===== src/hdl/nfcs_pkg.sv =====
// Package for the NOR flash command sequencer: request and result types,
// command, operation and bus cycle codes, and the flash command constants.
// No dependencies.
package nfcs_pkg;

  // Request codes as they arrive on the input.
  localparam logic [1:0] CMD_READ    = 2'd0;
  localparam logic [1:0] CMD_PROGRAM = 2'd1;
  localparam logic [1:0] CMD_ERASE   = 2'd2;
  localparam logic [1:0] CMD_RESET   = 2'd3;

  // Classified operations handed from the front end to the back end.
  localparam logic [2:0] OP_READ    = 3'd0;
  localparam logic [2:0] OP_PROGRAM = 3'd1;
  localparam logic [2:0] OP_ERASE   = 3'd2;
  localparam logic [2:0] OP_RESET   = 3'd3;
  localparam logic [2:0] OP_REJECT  = 3'd4;

  // Bus cycle kinds on the result.
  localparam logic [1:0] KIND_READ   = 2'd0;
  localparam logic [1:0] KIND_WRITE  = 2'd1;
  localparam logic [1:0] KIND_RESET  = 2'd2;
  localparam logic [1:0] KIND_REJECT = 2'd3;

  // Width of the address that reaches the pins (A-1 up to A20).
  localparam int PIN_ADDR_W = 22;

  // Unlock and command constants of the command set.
  localparam logic [PIN_ADDR_W-1:0] UNLOCK_ADDR_A = 22'h000AAA;
  localparam logic [PIN_ADDR_W-1:0] UNLOCK_ADDR_B = 22'h000555;
  localparam logic [7:0] UNLOCK_DATA_A = 8'hAA;
  localparam logic [7:0] UNLOCK_DATA_B = 8'h55;
  localparam logic [7:0] PROGRAM_CODE  = 8'hA0;
  localparam logic [7:0] ERASE_SETUP   = 8'h80;
  localparam logic [7:0] ERASE_CHIP    = 8'h10;

  // Default limits and queue depth.
  localparam int DEFAULT_PROGRAM_LIMIT = 32'h0040_0000;
  localparam int DEFAULT_ACCESS_LIMIT  = 32'h0400_0000;
  localparam int DEFAULT_QUEUE_DEPTH   = 4;

  // One flash request.
  typedef struct packed {
    logic [1:0]  cmd;
    logic [25:0] address;
    logic [7:0]  data_byte;
  } req_item_t;

  // One bus cycle, or a rejection.
  typedef struct packed {
    logic [1:0] cycle_kind;
    logic       addr_bit_minus1;
    logic [7:0] addr_low;
    logic [7:0] addr_mid;
    logic [4:0] addr_high;
    logic [7:0] bus_data;
    logic       last;
  } res_item_t;

  // Classified operation between front end and back end.
  typedef struct packed {
    logic [2:0]            op;
    logic [PIN_ADDR_W-1:0] addr;
    logic [7:0]            data;
  } seq_op_t;

endpackage


===== src/hdl/nfcs_front.sv =====
// Front end of the NOR flash command sequencer: accepts requests, checks
// the address limits and registers the classified operation.
// Depends on nfcs_pkg.
module nfcs_front import nfcs_pkg::*; #(
  parameter int PROGRAM_LIMIT = DEFAULT_PROGRAM_LIMIT,
  parameter int ACCESS_LIMIT  = DEFAULT_ACCESS_LIMIT
) (
  input  logic      clk,
  input  logic      rst,
  input  logic      push,
  output logic      full,
  input  req_item_t req,
  output logic      op_valid,
  input  logic      op_ready,
  output seq_op_t   op_item
);

  localparam logic [26:0] PROG_LIM = 27'(PROGRAM_LIMIT);
  localparam logic [26:0] ACC_LIM  = 27'(ACCESS_LIMIT);

  logic        load;
  logic [26:0] addr_ext;
  seq_op_t     op_next;

  // The stage takes a new transaction when it is empty or being drained.
  assign load = !op_valid || op_ready;
  assign full = !load;

  // Classify the request against the limits.
  always_comb begin
    addr_ext     = {1'b0, req.address};
    op_next.addr = req.address[PIN_ADDR_W-1:0];
    op_next.data = req.data_byte;
    case (req.cmd)
      CMD_READ: begin
        op_next.op = (addr_ext >= ACC_LIM) ? OP_REJECT : OP_READ;
      end
      CMD_PROGRAM: begin
        op_next.op = (addr_ext >= PROG_LIM || addr_ext >= ACC_LIM) ? OP_REJECT : OP_PROGRAM;
      end
      CMD_ERASE: begin
        op_next.op = OP_ERASE;
      end
      default: begin
        op_next.op = OP_RESET;
      end
    endcase
  end

  // Output register of the front end.
  always_ff @(posedge clk) begin
    if (rst) begin
      op_valid <= 1'b0;
    end else if (load) begin
      op_valid <= push;
    end
  end

  always_ff @(posedge clk) begin
    if (load && push) begin
      op_item <= op_next;
    end
  end

endmodule


===== src/hdl/nfcs_queue.sv =====
// Short queue of classified operations between the front and back ends.
// Depends on nfcs_pkg.
module nfcs_queue import nfcs_pkg::*; #(
  parameter int QUEUE_DEPTH = DEFAULT_QUEUE_DEPTH
) (
  input  logic    clk,
  input  logic    rst,
  input  logic    in_valid,
  output logic    in_ready,
  input  seq_op_t in_item,
  output logic    out_valid,
  input  logic    out_ready,
  output seq_op_t out_item
);

  localparam int PTR_W = (QUEUE_DEPTH > 1) ? $clog2(QUEUE_DEPTH) : 1;
  localparam int CNT_W = $clog2(QUEUE_DEPTH + 1);
  localparam logic [PTR_W-1:0] LAST_PTR = PTR_W'(QUEUE_DEPTH - 1);
  localparam logic [CNT_W-1:0] FULL_CNT = CNT_W'(QUEUE_DEPTH);

  seq_op_t          mem [QUEUE_DEPTH];
  logic [PTR_W-1:0] wr_ptr;
  logic [PTR_W-1:0] rd_ptr;
  logic [PTR_W-1:0] rd_ptr_next;
  logic [CNT_W-1:0] count;
  logic             do_wr;
  logic             do_rd;

  assign in_ready  = (count != FULL_CNT);
  assign out_valid = (count != '0);
  assign do_wr     = in_valid && in_ready;
  assign do_rd     = out_valid && out_ready;

  // Read pointer for the coming cycle.
  always_comb begin
    if (rst) begin
      rd_ptr_next = '0;
    end else if (do_rd) begin
      rd_ptr_next = (rd_ptr == LAST_PTR) ? '0 : rd_ptr + 1'b1;
    end else begin
      rd_ptr_next = rd_ptr;
    end
  end

  // Storage write.
  always_ff @(posedge clk) begin
    if (do_wr) begin
      mem[wr_ptr] <= in_item;
    end
  end

  // Registered read of the oldest entry; a write to that entry is passed straight through.
  always_ff @(posedge clk) begin
    if (do_wr && (wr_ptr == rd_ptr_next)) begin
      out_item <= in_item;
    end else begin
      out_item <= mem[rd_ptr_next];
    end
  end

  // Pointers and fill count.
  always_ff @(posedge clk) begin
    if (rst) begin
      wr_ptr <= '0;
      rd_ptr <= '0;
      count  <= '0;
    end else begin
      if (do_wr) begin
        wr_ptr <= (wr_ptr == LAST_PTR) ? '0 : wr_ptr + 1'b1;
      end
      rd_ptr <= rd_ptr_next;
      if (do_wr && !do_rd) begin
        count <= count + 1'b1;
      end else if (do_rd && !do_wr) begin
        count <= count - 1'b1;
      end
    end
  end

endmodule


===== src/hdl/nfcs_back.sv =====
// Back end of the NOR flash command sequencer: steps through the bus cycles
// of each operation and holds the current cycle in the result register.
// Depends on nfcs_pkg.
module nfcs_back import nfcs_pkg::*; (
  input  logic      clk,
  input  logic      rst,
  input  logic      op_valid,
  output logic      op_ready,
  input  seq_op_t   op_item,
  output logic      empty,
  input  logic      pop,
  output res_item_t result
);

  logic                  cur_valid;
  seq_op_t               cur;
  logic [2:0]            step;
  logic                  res_valid;
  logic                  adv;
  logic                  step_last;
  logic                  load;
  logic [1:0]            kind;
  logic [PIN_ADDR_W-1:0] addr;
  logic [7:0]            data;
  res_item_t             res_next;

  // A bus cycle is produced when the result register is free or being taken.
  assign adv      = cur_valid && (!res_valid || pop);
  assign load     = !cur_valid || (adv && step_last);
  assign op_ready = load;
  assign empty    = !res_valid;

  // Bus cycle of the current operation at the current step.
  always_comb begin
    kind      = KIND_WRITE;
    addr      = '0;
    data      = '0;
    step_last = 1'b1;
    case (cur.op)
      OP_READ: begin
        kind = KIND_READ;
        addr = cur.addr;
      end
      OP_PROGRAM: begin
        step_last = (step == 3'd3);
        case (step)
          3'd0: begin
            addr = UNLOCK_ADDR_A;
            data = UNLOCK_DATA_A;
          end
          3'd1: begin
            addr = UNLOCK_ADDR_B;
            data = UNLOCK_DATA_B;
          end
          3'd2: begin
            addr = UNLOCK_ADDR_A;
            data = PROGRAM_CODE;
          end
          default: begin
            addr = cur.addr;
            data = cur.data;
          end
        endcase
      end
      OP_ERASE: begin
        step_last = (step == 3'd5);
        case (step)
          3'd0, 3'd3: begin
            addr = UNLOCK_ADDR_A;
            data = UNLOCK_DATA_A;
          end
          3'd1, 3'd4: begin
            addr = UNLOCK_ADDR_B;
            data = UNLOCK_DATA_B;
          end
          3'd2: begin
            addr = UNLOCK_ADDR_A;
            data = ERASE_SETUP;
          end
          default: begin
            addr = UNLOCK_ADDR_A;
            data = ERASE_CHIP;
          end
        endcase
      end
      OP_RESET: begin
        kind = KIND_RESET;
      end
      default: begin
        kind = KIND_REJECT;
      end
    endcase
    res_next.cycle_kind      = kind;
    res_next.addr_bit_minus1 = addr[0];
    res_next.addr_low        = addr[8:1];
    res_next.addr_mid        = addr[16:9];
    res_next.addr_high       = addr[21:17];
    res_next.bus_data        = data;
    res_next.last            = step_last;
  end

  // Current operation and step counter.
  always_ff @(posedge clk) begin
    if (rst) begin
      cur_valid <= 1'b0;
      step      <= '0;
    end else if (load) begin
      cur_valid <= op_valid;
      step      <= '0;
    end else if (adv) begin
      step <= step + 1'b1;
    end
  end

  always_ff @(posedge clk) begin
    if (load && op_valid) begin
      cur <= op_item;
    end
  end

  // Result register.
  always_ff @(posedge clk) begin
    if (rst) begin
      res_valid <= 1'b0;
    end else if (adv) begin
      res_valid <= 1'b1;
    end else if (pop) begin
      res_valid <= 1'b0;
    end
  end

  always_ff @(posedge clk) begin
    if (adv) begin
      result <= res_next;
    end
  end

endmodule


===== src/hdl/nor_flash_command_sequencer.sv =====
// Top level of the NOR flash command sequencer: front end, operation queue
// and bus cycle back end. Depends on nfcs_pkg, nfcs_front, nfcs_queue, nfcs_back.
//
//   channel   handshake        payload      direction
//   request   push / full      req_item_t   in
//   result    pop / empty      res_item_t   out
//
// One result transaction leaves per clock when pop is held and operations are waiting:
// a read, reset or rejected request gives one result, a program four, a chip erase six,
// set by the back end's step counter producing one bus cycle per clock unless stalled.
// An accepted request passes the front register, the queue and the back end's registers.
// Reset clears the front register, the queue count and the back end.
// A stalled result holds the back end; requests keep entering until the queue fills.
module nor_flash_command_sequencer import nfcs_pkg::*; #(
  parameter int PROGRAM_LIMIT = DEFAULT_PROGRAM_LIMIT,
  parameter int ACCESS_LIMIT  = DEFAULT_ACCESS_LIMIT,
  parameter int QUEUE_DEPTH   = DEFAULT_QUEUE_DEPTH
) (
  input  logic      clk,
  input  logic      rst,
  input  logic      push,
  output logic      full,
  input  req_item_t req,
  output logic      empty,
  input  logic      pop,
  output res_item_t result
);

  logic    fe_valid;
  logic    fe_ready;
  seq_op_t fe_item;
  logic    q_valid;
  logic    q_ready;
  seq_op_t q_item;

  // Request classification.
  nfcs_front #(
    .PROGRAM_LIMIT(PROGRAM_LIMIT),
    .ACCESS_LIMIT (ACCESS_LIMIT)
  ) u_front (
    .clk     (clk),
    .rst     (rst),
    .push    (push),
    .full    (full),
    .req     (req),
    .op_valid(fe_valid),
    .op_ready(fe_ready),
    .op_item (fe_item)
  );

  // Decoupling queue.
  nfcs_queue #(
    .QUEUE_DEPTH(QUEUE_DEPTH)
  ) u_queue (
    .clk      (clk),
    .rst      (rst),
    .in_valid (fe_valid),
    .in_ready (fe_ready),
    .in_item  (fe_item),
    .out_valid(q_valid),
    .out_ready(q_ready),
    .out_item (q_item)
  );

  // Bus cycle sequencing.
  nfcs_back u_back (
    .clk     (clk),
    .rst     (rst),
    .op_valid(q_valid),
    .op_ready(q_ready),
    .op_item (q_item),
    .empty   (empty),
    .pop     (pop),
    .result  (result)
  );

endmodule


===== config.mk =====
export PLATFORM = sky130hd
export DESIGN_NAME = nor_flash_command_sequencer
export DESIGN_NICKNAME = d
export VERILOG_FILES = /design/src/hdl/nfcs_pkg.sv /design/src/hdl/nfcs_front.sv /design/src/hdl/nfcs_queue.sv /design/src/hdl/nfcs_back.sv /design/src/hdl/nor_flash_command_sequencer.sv
export SDC_FILE = /design/constraint.sdc
export NUM_CORES = 1
export LEC_CHECK = 0
export ABC_AREA = 1
export ABC_CLOCK_PERIOD_IN_PS = 4000
export BUFFER_PORTS_ARGS = -buffer_cell sky130_fd_sc_hd__buf_2
export CAP_MARGIN = 5
export CELL_PAD_IN_SITES_DETAIL_PLACEMENT = 1
export CELL_PAD_IN_SITES_GLOBAL_PLACEMENT = 1
export CORE_ASPECT_RATIO = 0.75
export CORE_MARGIN = 5
export CORE_UTILIZATION = 30
export DETAILED_ROUTE_END_ITERATION = 8
export HOLD_SLACK_MARGIN = 0.05
export PLACE_DENSITY = 0.58
export SETUP_SLACK_MARGIN = 0.5
export SLEW_MARGIN = 10
export SYNTH_ARGS = -nofsm -noshare
export SYNTH_HDL_FRONTEND = slang
export SYNTH_HIERARCHICAL = 1
export SYNTH_SLANG_ARGS = --single-unit

===== constraint.sdc =====
create_clock -name clk -period 4 [get_ports clk]
set_input_delay 0 -clock clk [delete_from_list [all_inputs] [get_ports clk]]
set_output_delay 0 -clock clk [all_outputs]
set_load 0.005 [all_outputs]

# Word-level counts from Yosys, hierarchy flattened
# Memories as Yosys holds them, arrays and structs flattened. A register that Yosys moved wholly into a read port is not among the register bits.
# Cells that the tools add are included.
op_classes:
  add_sub_neg: 5
  order_cmp: 1
  n_eq_ne: 13
  muxes: 20
  reduce_logical: 27
op_table:
  columns: ["operator", "count"]
  rows:
  - ["$pmux W22 S3", 1]
  - ["$pmux W8 S3", 2]
  - ["$pmux W22 S2", 1]
  - ["$ge A26 B23 Y1 const B", 1]
  - ["$pmux W8 S2", 1]
  - ["$eq A3 B2 Y1 const B", 4]
  - ["$mux W12", 1]
  - ["$reduce_or A2 Y1", 5]
  - ["$mux W3", 3]
  - ["$pmux W3 S3", 1]
  - ["$mux W2", 4]
  - ["$logic_and A1 B1 Y1", 7]
  - ["$add A3 B1 Y3 const B", 2]
  - ["$eq A2 B2 Y1 const B", 3]
  - ["$eq A3 B1 Y1 const B", 2]
  - ["$eq A3 B3 Y1 const B", 2]
  - ["$logic_not A1 Y1", 6]
  - ["$logic_not A3 Y1", 2]
  - ["$pmux W2 S3", 1]
  - ["$add A2 B1 Y2 const B", 2]
  - ["$mux W1", 4]
  - ["$reduce_bool A2 Y1", 2]
  - ["$logic_or A1 B1 Y1", 3]
  - ["$ne A3 B3 Y1 const B", 1]
  - ["other kinds (5)", 5]
totals:
  regBits: 112
  ramBits: 132
  out_inout_bits: 35
  word_cells: 87
  mem_count: 1
mem_list:
  columns: ["memory", "words", "word_bits", "read_ports", "rd_clocked_by_memory_dff", "write_ports", "line", "text"]
  rows:
  - ["u_queue.mem", 4, 33, 1, 1, 1, "nfcs_queue.sv:21", "seq_op_t mem [QUEUE_DEPTH];"]

# Depth between registers and ports, before layout
# Gate-level depths: netlist (run 1).
logic_depth:
  depth_word: 9
  mapped_depth: 18
  mapped_depth_nobuf: 18

# By module
# The synthesis (run 1) kept the hierarchy.
by_module_without_submodules:
  columns: ["mod", "n_inst", "cells_each", "area_each_um2"]
  rows:
  - ["nfcs_queue", 1, 389, 5431.5]
  - ["nfcs_back", 1, 212, 2790.2]
  - ["nfcs_front", 1, 50, 1083.5]

# Worst setup path after synthesis (run 1)
# No wires, ideal clock.
synth_timing:
  path_kind: "reg-to-reg"
  from: "register u_back.res_valid"
  to: "register u_back/cur[0] (netlist name) (enable)"
  setup_time_ps: 474
  t_arrival_ps: 3540
  required_ps: 3526
  path_slack_ps: -14
  path_stages_with_launch: 7
  path_buffers: 0
  path_cell_list: "dfxtp_1 -> inv_1 -> or2_1 -> nand2_2 -> inv_2 -> nand2_2 -> a21boi_0"
synth_via:
  elab_chain_len: 6
synth_lines:
  columns: ["item", "line", "text"]
  rows:
  - ["start: declaration", "nfcs_back.sv:18", "logic res_valid;"]
  - ["start signal: assignment", "nfcs_back.sv:124", "res_valid <= 1'b0;"]
  - ["start signal: assignment", "nfcs_back.sv:126", "res_valid <= 1'b1;"]
  - ["start signal: assignment", "nfcs_back.sv:128", "res_valid <= 1'b0;"]
  - ["$logic_not A1 Y1", null, null]
  - ["named net empty", "nor_flash_command_sequencer.sv:24", "output logic empty,"]
  - ["$logic_or A1 B1 Y1", "nfcs_back.sv:28", "assign adv = cur_valid && (!res_valid || pop);"]
  - ["$logic_and A1 B1 Y1", "nfcs_back.sv:28", null]
  - ["named net u_back.adv", "nfcs_back.sv:19", "logic adv;"]
  - ["$logic_and A1 B1 Y1", "nfcs_back.sv:29", "assign load = !cur_valid || (adv && step_last);"]
  - ["$logic_or A1 B1 Y1", "nfcs_back.sv:29", null]
  - ["$logic_and A1 B1 Y1", "nfcs_back.sv:116", "if (load && op_valid) begin"]
  - ["end signal: assignment", "nfcs_back.sv:117", "cur <= op_item;"]
  - ["end: declaration", "nfcs_back.sv:16", "seq_op_t cur;"]
# The timed path passes the listed nets, and every way through them passes these cells.
# A chain may end at the register's enable or synchronous reset.

# Worst setup path in the final report (run 1)
layout_timing:
  from: "register u_back.step[2]"
  to: "register u_queue.count[2]"
layout_via:
  elab_chain_len: 8
  word_cells_on_any_way: 11
layout_lines:
  columns: ["item", "line", "text"]
  rows:
  - ["start: declaration", "nfcs_back.sv:17", "logic [2:0] step;"]
  - ["start signal: assignment", "nfcs_back.sv:111", "step <= step + 1'b1;"]
  - ["$eq A3 B3 Y1 / $eq A3 B2 Y1 (equally long branches)", "nfcs_back.sv:66, nfcs_back.sv:45", null]
  - ["$pmux W1 S2 (*)", "nfcs_back.sv:39", "case (cur.op)"]
  - ["named net u_back.step_last", "nfcs_back.sv:20", "logic step_last;"]
  - ["$logic_and A1 B1 Y1 (*)", "nfcs_back.sv:29", null]
  - ["$logic_or A1 B1 Y1 (*)", "nfcs_back.sv:29", null]
  - ["named net q_ready", "nor_flash_command_sequencer.sv:33", "logic q_ready;"]
  - ["$logic_and A1 B1 Y1 (*)", "nfcs_queue.sv:32", "assign do_rd = out_valid && out_ready;"]
  - ["$logic_not A1 Y1", "nfcs_queue.sv:72", "if (do_wr && !do_rd) begin"]
  - ["$logic_and A1 B1 Y1", "nfcs_queue.sv:72", null]
  - ["$mux W3 / $reduce_bool A2 Y1 (equally long branches)", null, null]
  - ["end signal: assignment", "nfcs_queue.sv:73", "count <= count + 1'b1;"]
  - ["end signal: assignment", "nfcs_queue.sv:75", "count <= count - 1'b1;"]
  - ["end: declaration", "nfcs_queue.sv:25", "logic [CNT_W-1:0] count;"]
# The timed path passes the listed nets; every way through them passes the cells marked *.

==> run_results.csv, run 1 <==
group,metric,value,unit
route,routed_wl,20960,um
sta,setup_tns,0,ns
yosys,synthAdderAreaFrac,0.01694,
route,wl_per_cell,17.47,um
placement,detailedPlacementHpwl,12760,um
run_status,status,"completed",
sta,max_freq,407.2,MHz
worst_setup_path,startpoint,"u_back/step[2]",
yosys,synth-simple-area-share,0.08875,
sta,layout_setup_ws,1.544,ns
placement,dp_cells,1113,
sta,fin_skew,0.01258,ns
yosys,yosys_warnings,6,
pwr,leakage,4.162,nW
global_routing,antenna_found_initial,0,
cts,cts.sinks,246,
global_routing,grt_max_degree,67,
sta,rsz0062_at_grt,"no",
sta,fin_crit_sh,0.6140,
floorplanning,core_area,30350,um^2
yosys,synth_top_family_by_area,"simple AND/OR/NAND/NOR gates",
yosys,ys_seq_elements,246,
route,drt_first_pass_iters,5,
sta,tightestPinTransition,1.172,ns
route,drt_iter0_drc,255,
worst_hold_path,min_path_cells,2,
worst_setup_path,critical_path_class,"flip-flop to flip-flop",
floorplanning,rows,55,
worst_setup_path,endpoint,"u_queue/count[2]",
cts,clock_path_buffers,3,
global_routing,first_global_vias,5703,
floorplanning,boundaryPins,75,
worst_setup_path,cp.arrival,2.88,ns
yosys,syn_nets,703,
cts,cts_tree,"yes",
worst_hold_path,hp-start,"req[16]",
yosys,synth_compound_gate_area_share,0.07570,
placement,port_buffers,74,
worst_setup_path,r2r-start,"u_back/step[2]",
worst_setup_path,r2r_cells,16,
cts,htreeDepth,1,
sta,layout_min_cycle_time,2.456,ns
placement,gp_congestion,0.7442,
yosys,ys_seq_area_frac,0.7777,
yosys,synth.avg_cell_area,14.29,um^2
run,maxCapViolations,0,
layout,area_growth,21.72,%
route,vias,5377,
global_routing,track_usage,0.1215,
pwr,vdd_ir_drop_max,0.3621,mV
pwr,cellPowerDensity,694.2,nW/um^2
route,routed_via_density,4.481,
route,drc,0,
layout,drive_gt1_frac,0.1998,
yosys,synth_xor_xnor_area_share,0.001882,
worst_setup_path,required,4.42,ns
yosys,synth_mux_area_frac,0,
floorplanning,start_util,0.3066,
global_routing,grt_pass1_wl,33000,um
layout,nets,833,
layout,fin_cells,1200,
cts,cts_buffers,26,
worst_setup_path,worstReg2RegEnd,"u_queue/count[2]",
yosys,syn_inst,651,
layout,fillers,3167,
sta,hold_viol_final,0,
placement,placed_area,10110,um^2
sta,relSlewSlack,0.2184,
sta,holdWs,0.1700,ns
placement,dp_slack,1.521,ns
global_routing,grt.overflow.total,0,
cts,clk_pin_slew,0.06,ns
floorplanning,dieArea,34680,um^2
sta,setup_viol,0,
cts,clk_latency,0.53,ns
layout,final_area,11330,um^2
yosys,ys_types,35,
floorplanning,die_h,162.5,um
worst_hold_path,hold_class,"input port to flip-flop",
cts,postCtsSetupBuffers,0,
worst_setup_path,end_kind,"flip-flop",
worst_setup_path,start_kind,"flip-flop",
floorplanning,die_w,213.4,um
layout,insertedDiodeCount,0,
yosys,synthesis.area,9305,um^2
route,postRouteAntennaNets,0,
cts,cts-root-buf,"clkbuf_16",
worst_setup_path,crit_path_max_fanout,5,
worst_setup_path,reg2reg_setup_slack,1.54,ns
sta,slew_violations,0,
## stage by stage
stage | util | power [mW]
detailed placement | 0.3332 | 5.612
CTS | 0.3732 | 8.007
global placement | 0.3332 | 5.571
floorplan | - | 4.916
finish | 0.3732 | 7.862
global route | 0.3732 | 8.356
## worst max-delay path, stage by stage, from the launching register on
cell and delay [ns]:
dfxtp_1 0.43, inv_2 0.09, ha_1 0.23, nand3_1 0.10, nand3_1 0.14, nand2_2 0.14
nand2_1 0.13, nand2_1 0.10, ha_1 0.18, inv_1 0.07, fa_1 0.39, inv_1 0.07
nand2_1 0.07, nand3_1 0.09, nand2_1 0.05, inv_1 0.04, nor2_1 0.04
## registers in the layout, summed over array words and instances, names as in the netlist, named ones only
name and cells:
u_back/result 33, u_queue/wr_ptr 2, u_back/cur 33, u_queue/mem 132
u_front/op_valid 1, u_queue/count 3, u_back/step 3, u_back/res_valid 1
u_back/cur_valid 1, u_queue/rd_ptr 2, u_front/op_item 33
## cells in the mapped netlist
cell type	n	share of area
clkbuf_1	2	0.00081
fa_1	1	0.0022
o21ai_2	2	0.0019
a21oi_4	1	0.0017
edfxtp_1	231	0.75
or2_2	1	0.00067
a21boi_0	1	0.00081
inv_4	1	0.00067
xor2_1	2	0.0019
nand2_4	1	0.0012
nand2_1	53	0.021
dfxtp_1	15	0.032
nand3_1	7	0.0038
o22ai_1	34	0.023
nand4_1	1	0.00067
nor2_2	8	0.0054
a21oi_1	7	0.0038
buf_8	1	0.0016
clkbuf_2	2	0.0011
o21ai_0	60	0.032
o21ai_4	1	0.0017
ha_1	11	0.015
nor2_4	2	0.0024
and2_1	1	0.00067
inv_1	43	0.017
nand3_2	1	0.0011
buf_6	9	0.011
nor2_1	107	0.043
a21oi_2	1	0.00094
nand2_2	9	0.0061
inv_2	7	0.0028
o21ai_1	18	0.0097
or2_1	1	0.00067
buf_2	7	0.0038
nand3b_1	2	0.0016
## layout make-up
class / instances / area (um^2) / share of cell area
well taps: 399 / 499.2 / 0.04408
repair buffers: 123 / 835.8 / 0.07380
clock inverters: 13 / 118.9 / 0.01049
multi-input cells: 333 / 1734 / 0.1531
flip-flops and latches: 246 / 7238 / 0.6391
clock buffers: 35 / 705.7 / 0.06231
inverters: 51 / 193.9 / 0.01712
## cell families (layout without fill, tap and decap cells)
| family | count (synthesis) | after routing |
|---|---|---|
| fa+ha+maj | 12 | 12 |
| xor+xnor | 2 | 2 |
| simple gates | 194 | 194 |
| buf+inv | 72 | 222 |
| flops | 246 | 246 |
| compound gates | 125 | 125 |
## cell usage in the layout, fill, tap and decap left out, drive strengths merged, types with 2 or more instances in the layout
cell type,n
dlygate4sd3,39
clkinv,8
ha,11
inv,52
o22ai,34
nor2,117
edfxtp,231
a21oi,9
nand2,63
nand3b,2
nand3,8
clkinvlp,2
or2,2
o21ai,81
buf,84
xor2,2
dfxtp,15
clkbuf,35
bufinv,2
## per-layer routing
metal  share of wire  track usage  up-vias
met5               0            0        -
met4           0.019      0.02456        0
met3           0.042      0.02426       32
met2            0.46       0.1960       97
met1            0.48       0.1720     2656
li1                -            -     2592
## report_power, final
| part | total [mW] | leakage, nW | switching [mW] | internal, mW |
|---|---|---|---|---|
| sequential | 3.73 | 2.29 | 0.210 | 3.52 |
| clock | 2.32 | 0.394 | 0.957 | 1.37 |
| combinational | 1.81 | 1.48 | 1.26 | 0.544 |
| total | 7.86 | 4.16 | 2.43 | 5.43 |
## worst min-delay path by stage
stage / end / slack [ns]
4_1_cts: u_front/op_item[16] / 0.14
2_1_floorplan: u_back/res_valid / 0.07
6_report: u_front/op_item[16] / 0.17
3_3_place_gp: u_front/op_item[29] / 0.18
5_1_grt: u_front/op_item[27] / 0.16
3_5_place_dp: u_front/op_item[20] / 0.18
## what timing repair did
item / in CTS / in global routing
gates resized for setup: 0 / 0
endpoints found under the hold margin: 48 / 0
hold buffers: 39 / 0
Power figures use the tool's default switching activity.
==> run 2, diff against run 1 <==
--- a/config.mk
+++ b/config.mk
@@ -5,8 +5,8 @@
 export SDC_FILE = /design/constraint.sdc
 export NUM_CORES = 1
 export LEC_CHECK = 0
-export ABC_AREA = 1
-export ABC_CLOCK_PERIOD_IN_PS = 4000
+export ABC_AREA = 0
+export ABC_CLOCK_PERIOD_IN_PS = 2500
 export BUFFER_PORTS_ARGS = -buffer_cell sky130_fd_sc_hd__buf_2
 export CAP_MARGIN = 5
 export CELL_PAD_IN_SITES_DETAIL_PLACEMENT = 1
@@ -16,7 +16,7 @@
 export CORE_UTILIZATION = 30
 export DETAILED_ROUTE_END_ITERATION = 8
 export HOLD_SLACK_MARGIN = 0.05
-export PLACE_DENSITY = 0.58
+export PLACE_DENSITY = 0.55
 export SETUP_SLACK_MARGIN = 0.5
 export SLEW_MARGIN = 10
 export SYNTH_ARGS = -nofsm -noshare
==> constraint.sdc (replaced) <==
create_clock -name clk -period 2.5 [get_ports clk]
set_input_delay 0 -clock clk [delete_from_list [all_inputs] [get_ports clk]]
set_output_delay 0 -clock clk [all_outputs]
set_load 0.005 [all_outputs]
==> run_results.csv, run 2 <==
group,metric,value,unit
global_routing,grt_use_met2,0.1889,
global_routing,busiest_layer,"met2",
floorplanning,rows,55,
layout,drive_gt1_frac,0.4245,
cts,clock_path_buffers,3,
pwr,leakage,4.143,nW
sta,max_freq,403.5,MHz
worst_setup_path,required,2.96,ns
layout,largest_reg_flops,132,
global_routing,first_global_vias,5052,
route,drt_first_pass_iters,4,
worst_setup_path,end_kind,"flip-flop",
worst_setup_path,crit_path_max_fanout,2,
pwr,p_clk_frac,0.281,
yosys,synth.avg_cell_area,20.28,um^2
cts,htreeDepth,1,
yosys,yosysMostFrequentCell,"edfxtp_1",
yosys,syn_inst,450,
pwr,swShare,0.2788,
pwr,power_frac_seq,0.463,
cts,cts_buffers,26,
yosys,synth_compound_gate_area_share,0.04237,
cts,clk_pin_slew,0.06,ns
layout,fillers,2886,
worst_setup_path,cp.arrival,2.94,ns
sta,setup_tns,0,ns
pwr,p_comb_frac,0.255,
placement,detailedPlacementHpwl,11670,um
yosys,yosys_warnings,6,
sta,slew_violations,0,
floorplanning,die_w,211.4,um
sta,holdWs,0.1021,ns
yosys,synthesis.area,9125,um^2
global_routing,antenna_found_initial,0,
global_routing,grt_max_degree,34,
floorplanning,boundaryPins,75,
sta,rsz0062_at_grt,"yes",
route,drc,0,
layout,area_growth,31.07,%
worst_setup_path,critical_path_class,"flip-flop to flip-flop",
floorplanning,dieArea,34040,um^2
sta,fin_skew,0.008829,ns
yosys,syn_nets,502,
cts,cts.sinks,246,
route,vias,4612,
global_routing,track_usage,0.1140,
yosys,yosys.area.top_type,"edfxtp_1",
pwr,p_switching,3.518,mW
yosys,synth_top_area_frac,0.7602,
cts,cts-root-buf,"clkbuf_16",
run,maxCapViolations,0,
route,postRouteAntennaNets,0,
cts,clk_latency,0.53,ns
sta,setup_viol,0,
yosys,ys_seq_elements,246,
route,routed_via_density,4.456,
placement,port_buffers,74,
yosys,ys_seq_area_frac,0.7931,
route,wl_per_cell,19.36,um
layout,top_register,"u_queue/mem",
floorplanning,start_util,0.3034,
route,drt_iter0_drc,268,
yosys,synth_top_family_by_area,"multiplexers",
yosys,synth-edff-count,231,
pwr,vdd_ir_drop_max,0.4943,mV
sta,fin_crit_sh,0.9913,
cts,cts_tree,"yes",
yosys,synth-simple-area-share,0.04566,
yosys,synth_area_leaders,"edfxtp_1 76%, mux4_2 8.1%, dfxtp_1 3.3%, ha_1 1.5%, a21o_1 0.82%",
layout,layout_commonest_cell,"edfxtp_1",
placement,placed_area,10200,um^2
floorplanning,core_area,30070,um^2
pwr,intPower,9.101,mW
pwr,cellPowerDensity,1055,nW/um^2
global_routing,met1_usage,0.1571,
worst_hold_path,hold_class,"input port to flip-flop",
layout,nets,668,
yosys,ys.flop_type,"edfxtp_1",
run_status,status,"completed",
yosys,async_flop_share,0,
global_routing,grt_pass1_wl,29990,um
worst_setup_path,start_kind,"flip-flop",
placement,gp_congestion,0.7766,
global_routing,grt.overflow.total,0,
worst_hold_path,hp-start,"req[30]",
sta,tightestPinTransition,0.7100,ns
yosys,synth_mux_area_frac,0.08474,
worst_setup_path,startpoint,"u_back/step[0]",
layout,insertedDiodeCount,0,
floorplanning,die_h,161.0,um
layout,final_cell_mix,"231 x edfxtp_1, 74 x buf_2, 36 x dlygate4sd3_1",
sta,hold_viol_final,0,
sta,relSlewSlack,0.5267,
yosys,synthAdderAreaFrac,0.01728,
yosys,ys_types,51,
yosys,synth_common_cells,"231 x edfxtp_1, 33 x mux4_2, 15 x dfxtp_1, 15 x nor2_1, 13 x a21oi_1",
global_routing,use_met3,0.02350,
route,routed_wl,20030,um
sta,layout_min_cycle_time,2.478,ns
worst_setup_path,r2r-start,"u_back/step[0]",
yosys,synth_xor_xnor_area_share,0.002879,
layout,final_area,11960,um^2
==> run 2: changes by cell type after synthesis, sizes merged, moves of 10 or more <==
cell,previous run,this run
nand2,63,11
a21o,0,10
o21ai,81,14
o22ai,34,0
and2,1,13
nor2,117,16
mux4,0,33
inv,51,11
==> run 2: power groups by stage <==
stage	Clock [mW]	Combinational, mW	Sequential, mW
floorplan	0	1.56	5.77
global placement	0	2.44	5.88
detailed placement	0	2.47	5.91
CTS	3.68	2.89	5.82
global route	3.85	3.46	5.93
finish	3.55	3.22	5.85
==> run 2: kinds of logic (layout without fill, tap and decap cells) <==
kind of cell / count (synthesis) / count (layout)
AND/OR/NAND/NOR: 72 / 72
AO/OA/AOI/OAI: 54 / 55
multiplexers: 36 / 36
flip-flops: 246 / 246
XOR/XNOR: 3 / 3
buffers and inverters: 27 / 212
adder cells (fa/ha/maj): 12 / 12
==> run 2: stage by stage <==
| stage | worst slack, ns | cells | power, mW | util |
|---|---|---|---|---|
| finish | 0.02178 | 1035 | 12.62 | 0.3977 |
| global route | -0.09096 | 1035 | 13.24 | 0.3977 |
| CTS | 0.05088 | 1022 | 12.39 | 0.3846 |
| detailed placement | -0.07551 | 925 | 8.384 | 0.3393 |
| global placement | 0.009380 | 925 | 8.318 | 0.3393 |
| floorplan | 0.08860 | 450 | 7.335 | - |
==> run 2: worst max-delay path, cell delays in order (launching register included) <==
cell,delay [ns]
dfxtp_4,0.36
ha_4,0.16
ha_4,0.15
and2b_1,0.21
a221o_1,0.19
nand2_2,0.08
o31ai_4,0.08
ha_4,0.18
inv_2,0.03
fa_2,0.35
xor2_2,0.17
or3_4,0.34
a21oi_2,0.11
==> run 2: layer usage <==
layer	up-vias	share of wire
met1	2389	0.45
li1	2117	-
met5	-	0
met4	0	0.018
met2	81	0.49
met3	25	0.041
==> run 2: repair_timing <==
| action | CTS | global route |
|---|---|---|
| gates cloned | 3 | 0 |
| endpoints found under the setup margin | 37 | 103 |
| hold buffers | 36 | 0 |
| gates resized for setup | 10 | 70 |
| buffers inserted | 10 | 13 |
| endpoints found under the hold margin | 45 | 0 |
| pin swaps | 6 | 23 |
==> run 2: path summary, 6_finish.rpt <==
kind | end | slack (ns) | depth (start not counted)
setup / recovery | u_queue/count[2] | 0.02 | 12
hold / removal | u_front/op_item[32] | 0.10 | 3
setup reg to reg | u_queue/count[2] | 0.02 | 12
hold reg to reg | u_queue/mem[2][17] | 0.50 | 0
==> run 2: cell type report <==
type | count | area (um^2) | area share
Clock inverter | 17 | 118.9 | 0.009938
Clock buffer | 31 | 669.4 | 0.05597
Inverter | 11 | 47.55 | 0.003975
Sequential cell | 246 | 7246 | 0.6058
Tap cell | 399 | 499.2 | 0.04174
Multi-Input combinational cell | 178 | 2133 | 0.1784
Timing Repair Buffer | 153 | 1246 | 0.1042
